==> config.mk <==
export PLATFORM = sky130hd
export DESIGN_NAME = motion_stall_detector
export DESIGN_NICKNAME = d
export VERILOG_FILES = /design/src/design/msd_pkg.sv /design/src/design/msd_cfg.sv /design/src/design/msd_beyond.sv /design/src/design/msd_track.sv /design/src/design/motion_stall_detector.sv
export SDC_FILE = /design/constraint.sdc
export NUM_CORES = 2
export LEC_CHECK = 0
export ABC_AREA = 1
export BUFFER_PORTS_ARGS = -buffer_cell sky130_fd_sc_hd__buf_4
export CORE_ASPECT_RATIO = 1.75
export CORE_MARGIN = 1
export CORE_UTILIZATION = 50
export CTS_CLUSTER_DIAMETER = 100
export CTS_CLUSTER_SIZE = 40
export DETAILED_ROUTE_END_ITERATION = 10
export PLACE_DENSITY_LB_ADDON = 0.3
export SETUP_SLACK_MARGIN = 0.02
export SKIP_CTS_REPAIR_TIMING = 1
export SLEW_MARGIN = 5
export SYNTH_ARGS = -nofsm -noshare
export SYNTH_HDL_FRONTEND = slang
export SYNTH_SLANG_ARGS = --single-unit
==> constraint.sdc <==
create_clock -name i_clk -period 19.33 [get_ports i_clk]
set_input_delay 1.933 -clock i_clk [delete_from_list [all_inputs] [get_ports i_clk]]
set_output_delay 1.933 -clock i_clk [all_outputs]
set_load 0.1 [all_outputs]
==> src/design/msd_pkg.sv <==
`timescale 1ns / 1ps
`default_nettype none

package msd_pkg;

    localparam int COORD_BITS = 16;

    // Coordinate differences are taken at least 17 bits wide so that they can be
    // clamped to the 16-bit magnitude that the squaring uses.
    localparam int DIFF_BITS = (COORD_BITS + 1 > 17) ? COORD_BITS + 1 : 17;
    localparam int MAG_BITS  = 16;
    localparam int SQ_BITS   = 2 * MAG_BITS + 1;

    localparam int TIMEOUT_BITS = 20;
    localparam int DIST_BITS    = 15;
    localparam int TIME_BITS    = 32;
    localparam int CFG_IDX_BITS = 2;
    localparam int CFG_DAT_BITS = TIMEOUT_BITS;

    localparam logic [TIMEOUT_BITS-1:0] TIMEOUT_RESET = TIMEOUT_BITS'(8000);
    localparam logic [DIST_BITS-1:0]    MOVE_RESET    = DIST_BITS'(150);
    localparam logic [DIST_BITS-1:0]    RELEASE_RESET = DIST_BITS'(500);

    localparam logic [CFG_IDX_BITS-1:0] REG_TIMEOUT = CFG_IDX_BITS'(0);
    localparam logic [CFG_IDX_BITS-1:0] REG_MOVE    = CFG_IDX_BITS'(1);
    localparam logic [CFG_IDX_BITS-1:0] REG_RELEASE = CFG_IDX_BITS'(2);

    localparam logic OP_SAMPLE = 1'b0;
    localparam logic OP_HALT   = 1'b1;

    typedef struct packed {
        logic [TIMEOUT_BITS-1:0] timeout;
        logic [DIST_BITS-1:0]    move;
        logic [DIST_BITS-1:0]    release_dist;
    } t_cfg;

    typedef struct packed {
        logic                         operation;
        logic                         pose_valid;
        logic signed [COORD_BITS-1:0] pos_x;
        logic signed [COORD_BITS-1:0] pos_y;
        logic [TIME_BITS-1:0]         time_ms;
    } t_item;

endpackage

`default_nettype wire

==> src/design/msd_cfg.sv <==
`timescale 1ns / 1ps
`default_nettype none

module msd_cfg (
    input  wire logic                                i_clk,
    input  wire logic                                i_rst_n,
    input  wire logic                                i_cfg_valid,
    output logic                                     o_cfg_ready,
    input  wire logic [msd_pkg::CFG_IDX_BITS-1:0]    i_cfg_index,
    input  wire logic [msd_pkg::CFG_DAT_BITS-1:0]    i_cfg_data,
    output msd_pkg::t_cfg                            o_cfg
);
    import msd_pkg::*;

    t_cfg r_cfg;

    assign o_cfg_ready = 1'b1;
    assign o_cfg       = r_cfg;

    always_ff @(posedge i_clk) begin
        if (!i_rst_n) begin
            r_cfg.timeout      <= TIMEOUT_RESET;
            r_cfg.move         <= MOVE_RESET;
            r_cfg.release_dist <= RELEASE_RESET;
        end else if (i_cfg_valid) begin
            // Writes to an index beyond the register list are dropped.
            unique case (i_cfg_index)
                REG_TIMEOUT: r_cfg.timeout      <= i_cfg_data[TIMEOUT_BITS-1:0];
                REG_MOVE:    r_cfg.move         <= i_cfg_data[DIST_BITS-1:0];
                REG_RELEASE: r_cfg.release_dist <= i_cfg_data[DIST_BITS-1:0];
                default: ;
            endcase
        end
    end

endmodule

`default_nettype wire

==> src/design/msd_beyond.sv <==
`timescale 1ns / 1ps
`default_nettype none

module msd_beyond (
    input  wire logic signed [msd_pkg::COORD_BITS-1:0] i_ax,
    input  wire logic signed [msd_pkg::COORD_BITS-1:0] i_ay,
    input  wire logic signed [msd_pkg::COORD_BITS-1:0] i_bx,
    input  wire logic signed [msd_pkg::COORD_BITS-1:0] i_by,
    input  wire logic [msd_pkg::DIST_BITS-1:0]         i_limit,
    output logic                                       o_beyond
);
    import msd_pkg::*;

    localparam logic [DIFF_BITS-1:0] MAG_MAX = DIFF_BITS'((1 << MAG_BITS) - 1);

    logic signed [DIFF_BITS-1:0] dx;
    logic signed [DIFF_BITS-1:0] dy;
    logic [DIFF_BITS-1:0]        ax_abs;
    logic [DIFF_BITS-1:0]        ay_abs;
    logic [MAG_BITS-1:0]         mx;
    logic [MAG_BITS-1:0]         my;
    logic [SQ_BITS-1:0]          d2;
    logic [SQ_BITS-1:0]          l2;

    always_comb begin
        dx     = DIFF_BITS'(i_ax) - DIFF_BITS'(i_bx);
        dy     = DIFF_BITS'(i_ay) - DIFF_BITS'(i_by);
        ax_abs = dx[DIFF_BITS-1] ? DIFF_BITS'(-dx) : DIFF_BITS'(dx);
        ay_abs = dy[DIFF_BITS-1] ? DIFF_BITS'(-dy) : DIFF_BITS'(dy);
        // A difference past the 16-bit range already exceeds any 15-bit limit.
        mx     = (ax_abs > MAG_MAX) ? MAG_MAX[MAG_BITS-1:0] : ax_abs[MAG_BITS-1:0];
        my     = (ay_abs > MAG_MAX) ? MAG_MAX[MAG_BITS-1:0] : ay_abs[MAG_BITS-1:0];
        d2     = SQ_BITS'(mx) * SQ_BITS'(mx) + SQ_BITS'(my) * SQ_BITS'(my);
        l2     = SQ_BITS'(i_limit) * SQ_BITS'(i_limit);
        o_beyond = d2 > l2;
    end

endmodule

`default_nettype wire

==> src/design/msd_track.sv <==
`timescale 1ns / 1ps
`default_nettype none

module msd_track (
    input  wire logic            i_clk,
    input  wire logic            i_rst_n,
    input  wire logic            i_update,
    input  msd_pkg::t_item       i_item,
    input  msd_pkg::t_cfg        i_cfg,
    output logic                 o_stuck
);
    import msd_pkg::*;

    logic                         r_started;
    logic                         r_latched;
    logic signed [COORD_BITS-1:0] r_ref_x;
    logic signed [COORD_BITS-1:0] r_ref_y;
    logic [TIME_BITS-1:0]         r_ref_time;
    logic signed [COORD_BITS-1:0] r_stall_x;
    logic signed [COORD_BITS-1:0] r_stall_y;

    logic                         n_started;
    logic                         n_latched;
    logic                         set_ref;
    logic                         set_stall;

    logic signed [COORD_BITS-1:0] center_x;
    logic signed [COORD_BITS-1:0] center_y;
    logic [DIST_BITS-1:0]         limit;
    logic                         far;
    logic [TIME_BITS-1:0]         elapsed;

    // One distance unit serves both tests: release while latched, movement otherwise.
    assign center_x = r_latched ? r_stall_x : r_ref_x;
    assign center_y = r_latched ? r_stall_y : r_ref_y;
    assign limit    = r_latched ? i_cfg.release_dist : i_cfg.move;
    assign elapsed  = i_item.time_ms - r_ref_time;

    msd_beyond u_beyond (
        .i_ax     (i_item.pos_x),
        .i_ay     (i_item.pos_y),
        .i_bx     (center_x),
        .i_by     (center_y),
        .i_limit  (limit),
        .o_beyond (far)
    );

    always_comb begin
        n_started = r_started;
        n_latched = r_latched;
        set_ref   = 1'b0;
        set_stall = 1'b0;
        o_stuck   = 1'b0;
        if (i_item.operation == OP_HALT) begin
            n_started = 1'b0;
            n_latched = 1'b0;
        end else if (i_item.pose_valid) begin
            if (!r_started) begin
                n_started = 1'b1;
                set_ref   = 1'b1;
            end else if (r_latched) begin
                if (far) begin
                    n_latched = 1'b0;
                    set_ref   = 1'b1;
                end else begin
                    o_stuck = 1'b1;
                end
            end else if (far) begin
                set_ref = 1'b1;
            end else if (elapsed >= TIME_BITS'(i_cfg.timeout)) begin
                n_latched = 1'b1;
                set_stall = 1'b1;
                o_stuck   = 1'b1;
            end
        end
    end

    always_ff @(posedge i_clk) begin
        if (!i_rst_n) begin
            r_started <= 1'b0;
            r_latched <= 1'b0;
        end else if (i_update) begin
            r_started <= n_started;
            r_latched <= n_latched;
        end
    end

    always_ff @(posedge i_clk) begin
        if (i_update && set_ref) begin
            r_ref_x    <= i_item.pos_x;
            r_ref_y    <= i_item.pos_y;
            r_ref_time <= i_item.time_ms;
        end
        if (i_update && set_stall) begin
            r_stall_x <= i_item.pos_x;
            r_stall_y <= i_item.pos_y;
        end
    end

    a_latched_needs_start: assert property (@(posedge i_clk) disable iff (!i_rst_n)
        r_latched |-> r_started)
        else $error("stall latched without tracking started");

    a_stuck_keeps_latch: assert property (@(posedge i_clk) disable iff (!i_rst_n)
        (i_update && o_stuck) |=> r_latched)
        else $error("stuck reported but latch not held");

    a_halt_clears: assert property (@(posedge i_clk) disable iff (!i_rst_n)
        (i_update && i_item.operation == OP_HALT) |=> (!r_started && !r_latched))
        else $error("halt did not clear tracking");

endmodule

`default_nettype wire

==> src/design/motion_stall_detector.sv <==
`timescale 1ns / 1ps
`default_nettype none

// Motion stall detector. Each transfer on the input channel carries one position
// sample or a halt and yields exactly one stuck flag on the output channel, in
// order. A new item is taken every clock while the output is not stalled. An item
// goes into the input register at the edge that takes it and moves into the result
// register when that register is free or its flag is being taken; the distance and
// timeout check sits between those two registers. The three configuration
// registers are written through a port that is always ready and should only be
// written while no item is in flight.
module motion_stall_detector (
    input  wire logic                                  i_clk,
    input  wire logic                                  i_rst_n,
    input  wire logic                                  i_cfg_valid,
    output logic                                       o_cfg_ready,
    input  wire logic [msd_pkg::CFG_IDX_BITS-1:0]      i_cfg_index,
    input  wire logic [msd_pkg::CFG_DAT_BITS-1:0]      i_cfg_data,
    input  wire logic                                  i_in_valid,
    output logic                                       o_in_stall,
    input  wire logic                                  i_operation,
    input  wire logic                                  i_pose_valid,
    input  wire logic signed [msd_pkg::COORD_BITS-1:0] i_pos_x,
    input  wire logic signed [msd_pkg::COORD_BITS-1:0] i_pos_y,
    input  wire logic [msd_pkg::TIME_BITS-1:0]         i_time_ms,
    output logic                                       o_out_valid,
    input  wire logic                                  i_out_stall,
    output logic                                       o_stuck
);
    import msd_pkg::*;

    t_cfg  cfg;
    t_item r_item;
    logic  r_in_valid;
    logic  r_out_valid;
    logic  r_stuck;
    logic  advance;
    logic  in_take;
    logic  stuck;

    msd_cfg u_cfg (
        .i_clk       (i_clk),
        .i_rst_n     (i_rst_n),
        .i_cfg_valid (i_cfg_valid),
        .o_cfg_ready (o_cfg_ready),
        .i_cfg_index (i_cfg_index),
        .i_cfg_data  (i_cfg_data),
        .o_cfg       (cfg)
    );

    // The held item moves into the result register when that register is free
    // or its content is being taken in this cycle.
    assign advance    = r_in_valid && (!r_out_valid || !i_out_stall);
    assign o_in_stall = r_in_valid && !advance;
    assign in_take    = i_in_valid && !o_in_stall;

    msd_track u_track (
        .i_clk    (i_clk),
        .i_rst_n  (i_rst_n),
        .i_update (advance),
        .i_item   (r_item),
        .i_cfg    (cfg),
        .o_stuck  (stuck)
    );

    always_ff @(posedge i_clk) begin
        if (!i_rst_n) begin
            r_in_valid  <= 1'b0;
            r_out_valid <= 1'b0;
        end else begin
            if (in_take) begin
                r_in_valid <= 1'b1;
            end else if (advance) begin
                r_in_valid <= 1'b0;
            end
            if (advance) begin
                r_out_valid <= 1'b1;
            end else if (!i_out_stall) begin
                r_out_valid <= 1'b0;
            end
        end
    end

    always_ff @(posedge i_clk) begin
        if (in_take) begin
            r_item.operation  <= i_operation;
            r_item.pose_valid <= i_pose_valid;
            r_item.pos_x      <= i_pos_x;
            r_item.pos_y      <= i_pos_y;
            r_item.time_ms    <= i_time_ms;
        end
        if (advance) begin
            r_stuck <= stuck;
        end
    end

    assign o_out_valid = r_out_valid;
    assign o_stuck     = r_stuck;

    a_stall_only_when_full: assert property (@(posedge i_clk) disable iff (!i_rst_n)
        o_in_stall |-> (r_in_valid && r_out_valid && i_out_stall))
        else $error("input stalled without a blocked result");

    a_advance_fills_result: assert property (@(posedge i_clk) disable iff (!i_rst_n)
        advance |=> r_out_valid)
        else $error("result register empty after an item moved in");

    a_held_result_kept: assert property (@(posedge i_clk) disable iff (!i_rst_n)
        (r_out_valid && i_out_stall) |=> (r_out_valid && $stable(r_stuck)))
        else $error("pending result lost or changed");

endmodule

`default_nettype wire
Word-level counts from Yosys, hierarchy flattened

Cells that the tools add are included.

Multiplexer cells: 28
$add $sub $neg: 6
$mul: 3
Reductions and logical operators: 20
Bitwise logic cells: 2
$lt $le $gt $ge: 4
Equality and inequality tests: 3

Operator list:

| kind                                                                    | number |
|---|---|
| 16-bit by 16-bit multiplier with 32-bit output                          | 2 |
| 16-bit two-way mux                                                      | 4 |
| 17-bit by 16-bit > comparator with 1-bit output (second input constant) | 2 |
| 17-bit two-way mux                                                      | 2 |
| 17-bit negation                                                         | 2 |
| 16-bit by 16-bit subtractor with 17-bit output                          | 2 |
| 32-bit by 32-bit adder with 33-bit output                               | 1 |
| 33-bit by 30-bit > comparator with 1-bit output                         | 1 |
| 32-bit by 20-bit greater-or-equal comparator with 1-bit output          | 1 |
| 32-bit subtractor                                                       | 1 |
| 15-bit by 15-bit multiplier with 30-bit output                          | 1 |
| 1-bit two-way mux                                                       | 21 |
| 15-bit two-way mux                                                      | 1 |
| 2-bit AND reduction                                                     | 4 |
| 2-bit nonzero test                                                      | 3 |
| 1-bit logical AND                                                       | 5 |
| 1-bit logical NOT                                                       | 4 |
| 3-bit AND reduction                                                     | 1 |
| 3-bit OR reduction                                                      | 1 |
| 2-bit by 1-bit equality test with 1-bit output (second input constant)  | 1 |
| 2-bit equality test (second input constant)                             | 1 |
| 2-bit logical NOT                                                       | 1 |
| 2-bit by 1-bit != test with 1-bit output (second input constant)        | 1 |
| 1-bit NOT                                                               | 2 |
| 1-bit logical OR                                                        | 1 |

Output and inout bits: 4
Bits of input ports: 93
Bits in registers: 217
Logic and storage cells: 84

Longest topological paths before layout

Word-level depth: 15
Depth in mapped cells: 67
Mapped depth without buffers: 63

Modules after synthesis

A second synthesis with hierarchy kept.

Cells, all modules: 4,337
Area total of the unflattened synthesis: 35,365.2 µm²

By module, submodules not included:

| module                | area each (µm²) | times used | cells each | seq. area each (µm²) |
|---|---|---|---|---|
| msd_beyond            | 24,452.2        | 1          | 3,069      | 0.0 |
| msd_track             | 6,715.2         | 1          | 891        | 2,922.8 |
| motion_stall_detector | 2,107.0         | 1          | 80         | 2,052.0 |
| msd_cfg               | 2,090.8         | 1          | 297        | 1,001.0 |

Worst setup path before layout

Ideal clock, no wire load.

Path kind: register -> register
Start: register u_track.r_latched
End: register u_track.r_ref_time[0], enable pin
Setup slack: 3,397 ps
Stages on the path, launching flop included: 62
Arrival time: 15,351 ps
Setup time: 582 ps
Period minus slack after synthesis: 15,933 ps
Data required time: 18,748 ps
Path buffers: 5
Cell sequence: dfxtp_1 > clkbuf_1 > clkbuf_1 > buf_1 > nand2_1 > nand2_1 > ha_1 > inv_1 > fa_1 > nand3_1 > nand2_1 > nand2_1 > nand2_1 > a21oi_2 > o21ai_2 > a21oi_2 > o21ai_1 > o21ai_2 > [26 not listed] > o21ai_0 > a21oi_1 > xnor2_1 > ha_1 > nand4_1 > inv_1 > a211oi_1 > nand3_1 > nand2_1 > nand2_1 > nand2_1 > nand2_1 > nand2_1 > nand2_1 > nor2_1 > nand2_1 > nor2_2 > a211oi_1

Cells in the longest elaborated chain, start to end: 14
Elaborated cells on any way between the ends: 23
Classes of those cells: add/sub: 5; mul: 3; order compare: 3; mux: 11; reduce/logical: 1

Ends and longest elaborated chain:

| what                                                                      | RTL line                           | text |
|---|---|---|
| start: declaration                                                        | msd_track.sv:15                    | `logic r_latched;` |
| start signal: assignment                                                  | msd_track.sv:84                    | `r_latched <= n_latched;` |
| 16-bit two-way mux, on equally long branches                              | msd_track.sv:34, msd_track.sv:35   |  |
| 16-bit by 16-bit subtractor with 17-bit output, on equally long branches  | msd_beyond.sv:26, msd_beyond.sv:27 |  |
| 17-bit negation, on equally long branches                                 | msd_beyond.sv:28, msd_beyond.sv:29 |  |
| 17-bit two-way mux, on equally long branches                              | msd_beyond.sv:28, msd_beyond.sv:29 |  |
| 17-bit by 16-bit > comparator with 1-bit output, on equally long branches | msd_beyond.sv:31, msd_beyond.sv:32 |  |
| 16-bit two-way mux, on equally long branches                              | msd_beyond.sv:31, msd_beyond.sv:32 |  |
| 16-bit by 16-bit multiplier with 32-bit output                            | msd_beyond.sv:33                   | `d2 = SQ_BITS'(mx) * SQ_BITS'(mx) + SQ_BITS'(my) * SQ_BITS'(my);` |
| 32-bit by 32-bit adder with 33-bit output                                 | msd_beyond.sv:33                   |  |
| 33-bit by 30-bit > comparator with 1-bit output *                         | msd_beyond.sv:35                   | `o_beyond = d2 > l2;` |
| 1-bit two-way mux *                                                       | msd_track.sv:62, msd_track.sv:68   |  |
| 1-bit two-way mux *                                                       | msd_track.sv:58                    | `if (!r_started) begin` |
| 1-bit two-way mux *                                                       | msd_track.sv:57                    | `end else if (i_item.pose_valid) begin` |
| 1-bit two-way mux *                                                       | msd_track.sv:54                    | `if (i_item.operation == OP_HALT) begin` |
| 1-bit logical AND *                                                       | msd_track.sv:89                    | `if (i_update && set_ref) begin` |
| end signal: assignment                                                    | msd_track.sv:92                    | `r_ref_time <= i_item.time_ms;` |
| end: declaration                                                          | msd_track.sv:18                    | `logic [TIME_BITS-1:0] r_ref_time;` |

Every way passes the cells marked *; elsewhere a longest branch is shown, timed or not.
A chain may end at the register's enable or synchronous reset.

Final worst setup path

Start: register u_track.r_latched
End: register u_track.r_stall_x[10], enable pin

Cells in the longest elaborated chain, start to end: 15
Elaborated cells on any way between the ends: 24
Classes of those cells: add/sub: 5; mul: 3; order compare: 3; mux: 12; reduce/logical: 1

Ends and longest elaborated chain:

| what                                                                      | RTL line                           | text |
|---|---|---|
| 16-bit two-way mux, on equally long branches                              | msd_track.sv:34, msd_track.sv:35   |  |
| 16-bit by 16-bit subtractor with 17-bit output, on equally long branches  | msd_beyond.sv:26, msd_beyond.sv:27 |  |
| 17-bit negation, on equally long branches                                 | msd_beyond.sv:28, msd_beyond.sv:29 |  |
| 17-bit two-way mux, on equally long branches                              | msd_beyond.sv:28, msd_beyond.sv:29 |  |
| 17-bit by 16-bit > comparator with 1-bit output, on equally long branches | msd_beyond.sv:31, msd_beyond.sv:32 |  |
| 16-bit two-way mux, on equally long branches                              | msd_beyond.sv:31, msd_beyond.sv:32 |  |
| 16-bit by 16-bit multiplier with 32-bit output                            | msd_beyond.sv:33                   |  |
| 32-bit by 32-bit adder with 33-bit output                                 | msd_beyond.sv:33                   |  |
| 33-bit by 30-bit > comparator with 1-bit output                           | msd_beyond.sv:35                   |  |
| 1-bit two-way mux                                                         | msd_track.sv:68                    | `end else if (far) begin` |
| 1-bit two-way mux *                                                       | msd_track.sv:61                    | `end else if (r_latched) begin` |
| 1-bit two-way mux *                                                       | msd_track.sv:58                    |  |
| 1-bit two-way mux *                                                       | msd_track.sv:57                    |  |
| 1-bit two-way mux *                                                       | msd_track.sv:54                    |  |
| 1-bit logical AND *                                                       | msd_track.sv:94                    | `if (i_update && set_stall) begin` |
| end signal: assignment                                                    | msd_track.sv:95                    | `r_stall_x <= i_item.pos_x;` |
| end: declaration                                                          | msd_track.sv:19                    | `logic signed [COORD_BITS-1:0] r_stall_x;` |

Marks and branches as above.

==> impl_metrics.csv <==
group,metric,value,unit
outcome,status,"finished clean",
detailed_routing,viasPerCell,5.25,
grt,grt_max_degree,67,
detailed_routing,wirelength,87300,um
detailed_routing,drtAntennaViolNets,0,
grt,grt_use_total,26.7,%
placement,post-dp-hpwl,76100,um
layout,fin_cells,4791,
cts,clkTransAtPathRegs,0.15,ns
timing,tns,0,ns
floorplanning,fp.dieH,345,um
setup_path,crit_path_end_kind,"flop",
timing,tightest_slew,0.926,ns
placement,gp_congestion,0.993,
floorplanning,fp-row-count,125,
timing,rsz0062_at_grt,"no",
floorplanning,dieArea,68300,um^2
grt,grt_pass1_vias,27500,
yosys,yosysWarnings,0,
yosys,synth_top_area_share,31.5,%
timing,slew_viol_final,0,
setup_path,arrival,13.99,ns
cts,htree_levels,1,
detailed_routing,via_count,25200,
placement,place_inst,4777,
yosys,yosysMostFrequentCell,"inv_1",
yosys,synth_flop_cell,"edfxtp_1",
floorplanning,io_pins,97,
timing,finalCriticalPeriod,13.87,ns
layout,fin_util,53.5,%
yosys,ys_seq_area_share,17.8,%
job,maxCapViolCount,0,
cts,clk_latency,0.51,ns
yosys,ys_ff_latch,217,
timing,max_freq,72.1,MHz
setup_path,cpMostUsedCell,"nand2_1",
yosys,synthTopCellsByCount,"inv_1 (922), nand2_1 (543), fa_1 (529)",
detailed_routing,drcViolationCount,0,
timing,skew,0.0500,ns
grt,globalRouteOverflowTotal,0,
yosys,ys_types,55,
grt,antenna_found_initial,2,
yosys,synth_largest_area_cell,"fa_1",
layout,area_delta_synth_final,5.84,%
setup_path,crit_path_top_delay_cell,"fa_1",
yosys,synth_edf_count,163,
setup_path,required,19.45,ns
layout,seq_area,5980,um^2
floorplanning,die_x,198,um
layout,fill_cells,6209,
cts,cts_sinks,217,
timing,setup-violations-final,0,
yosys,synthTopCellsByArea,"fa_1 (31%), edfxtp_1 (15%), ha_1 (14%)",
floorplanning,start_util,50.6,%
yosys,async_flop_share,0,%
setup_path,cp_max_fo,53,
timing,worst_slack,5.46,ns
yosys,synth_fp_nets,4841,
cts,clock_path_buffers,3,
grt,grt_pass1_wl,140000,um
yosys,synth.avg_cell_area,8.77,um^2
cts,cts_root_buf,"clkbuf_16",
layout,multi_input_area,23800,um^2
min_path,hold_class,"flop to flop",
timing,finalHoldViolations,0,
cts,cts_tree,"built",
setup_path,critPathLaunchType,"flop",
setup_path,path_class,"flop to flop",
setup_path,critPathMaxStageDelay,0.58,ns
placement,place_ws,5.51,ns
timing,slew_headroom,37.8,%
floorplanning,design.core.area,66500,um^2
cts,cts_buffers,9,
yosys,syn-cell-area,33600,um^2
placement,io_buffers,95,
detailed_routing,drt-wirelength-per-cell,18.2,um
detailed_routing,first_pass_iters,5,
layout,nets,4906,
detailed_routing,drtIter0Drc,1230,
timing,fin_crit_sh,71.7,%
yosys,synthCells,3834,
layout,drive_above_1_share,5.33,%
cell usage in the layout, fill, tap and decap left out, drive strengths merged, types with 6 or more instances in the layout:
master	count
nor3	27
edfxtp	163
o21bai	17
clkbuf	11
buf	115
mux2i	30
xnor2	41
or2	16
nor2	406
ha	385
o21ai	122
nand3	103
fa	529
nand2	561
inv	943
a21oi	171
nor4	6
dfxtp	54
o211ai	15
a21o	6
a31oi	9
xor2	90
nand4	37
final timing paths:
| kind | from | endpoint | slack [ns] | depth (start not counted) |
|---|---|---|---|---|
| hold reg to reg | u_cfg.o_cfg[25] | u_cfg.o_cfg[25] | 0.46 | 2 |
| hold / removal | u_cfg.o_cfg[25] | u_cfg.o_cfg[25] | 0.46 | 2 |
| setup reg to reg | u_track.r_latched | u_track.r_stall_x[10] | 5.46 | 60 |
| setup / recovery | u_track.r_latched | u_track.r_stall_x[10] | 5.46 | 60 |
metrics by stage:
stage | hold slack [ns] | area [um^2]
finish | 0.459 | 35600
global route | 0.488 | 35600
CTS | 0.462 | 35600
detailed placement | 0.441 | 35300
global placement | 0.432 | 35300
floorplan | 0.421 | 33600
layer usage:
metal	share of wire [%]	track usage [%]	vias to the layer above	routed length [um]
met5	0	0	-	0
met3	2.8	1.54	274	2410
li1	-	-	11900	-
met4	9.1	20.5	0	7940
met1	32	25.4	12300	28300
met2	56	52.2	657	48700
logic make-up after synthesis:
kind of cell / share of synthesized area, %
other: 0.0112
XOR/XNOR: 3.43
AND/OR/NAND/NOR: 14.5
AO/OA/AOI/OAI: 6.10
buffers and inverters: 11.4
flip-flops: 17.8
multiplexers: 0.927
adder cells (fa/ha/maj): 45.8
state kept, by name, summed over array words and instances, names as in the netlist:
| signal | flops |
|---|---|
| o_stuck | 1 |
| u_track.r_started | 1 |
| u_track.r_ref_time | 32 |
| r_in_valid | 1 |
| u_cfg.o_cfg | 50 |
| u_track.r_stall_x | 16 |
| u_track.r_stall_y | 16 |
| u_track.r_ref_y | 16 |
| o_out_valid | 1 |
| u_track.r_ref_x | 16 |
| u_track.r_latched | 1 |
| r_item | 66 |
worst max-delay path, delay by kind of cell, from the launching register on:
family	cells	cell delay (ns)
and+or+nand+nor	25	2.68
xor gates and xnor gates	2	0.71
adders and majority gates	12	5.26
buffers and inverters	9	1.98
AOI/OAI and AO/OA	12	2.43
DFF	1	0.34
layout make-up:
cell class	count	area share, %
sequential	217	16.8
antenna	2	0.0141
timing repair buffer	115	2.43
clock buffer	11	0.654
tap	889	3.13
clock inverter	1	0.0844
inverter	946	9.98
multi-input combinational	2610	66.9
Power is left out: the tool's default activity adds up to more than one toggle a clock period on the data nets, which glitch-free logic cannot reach.
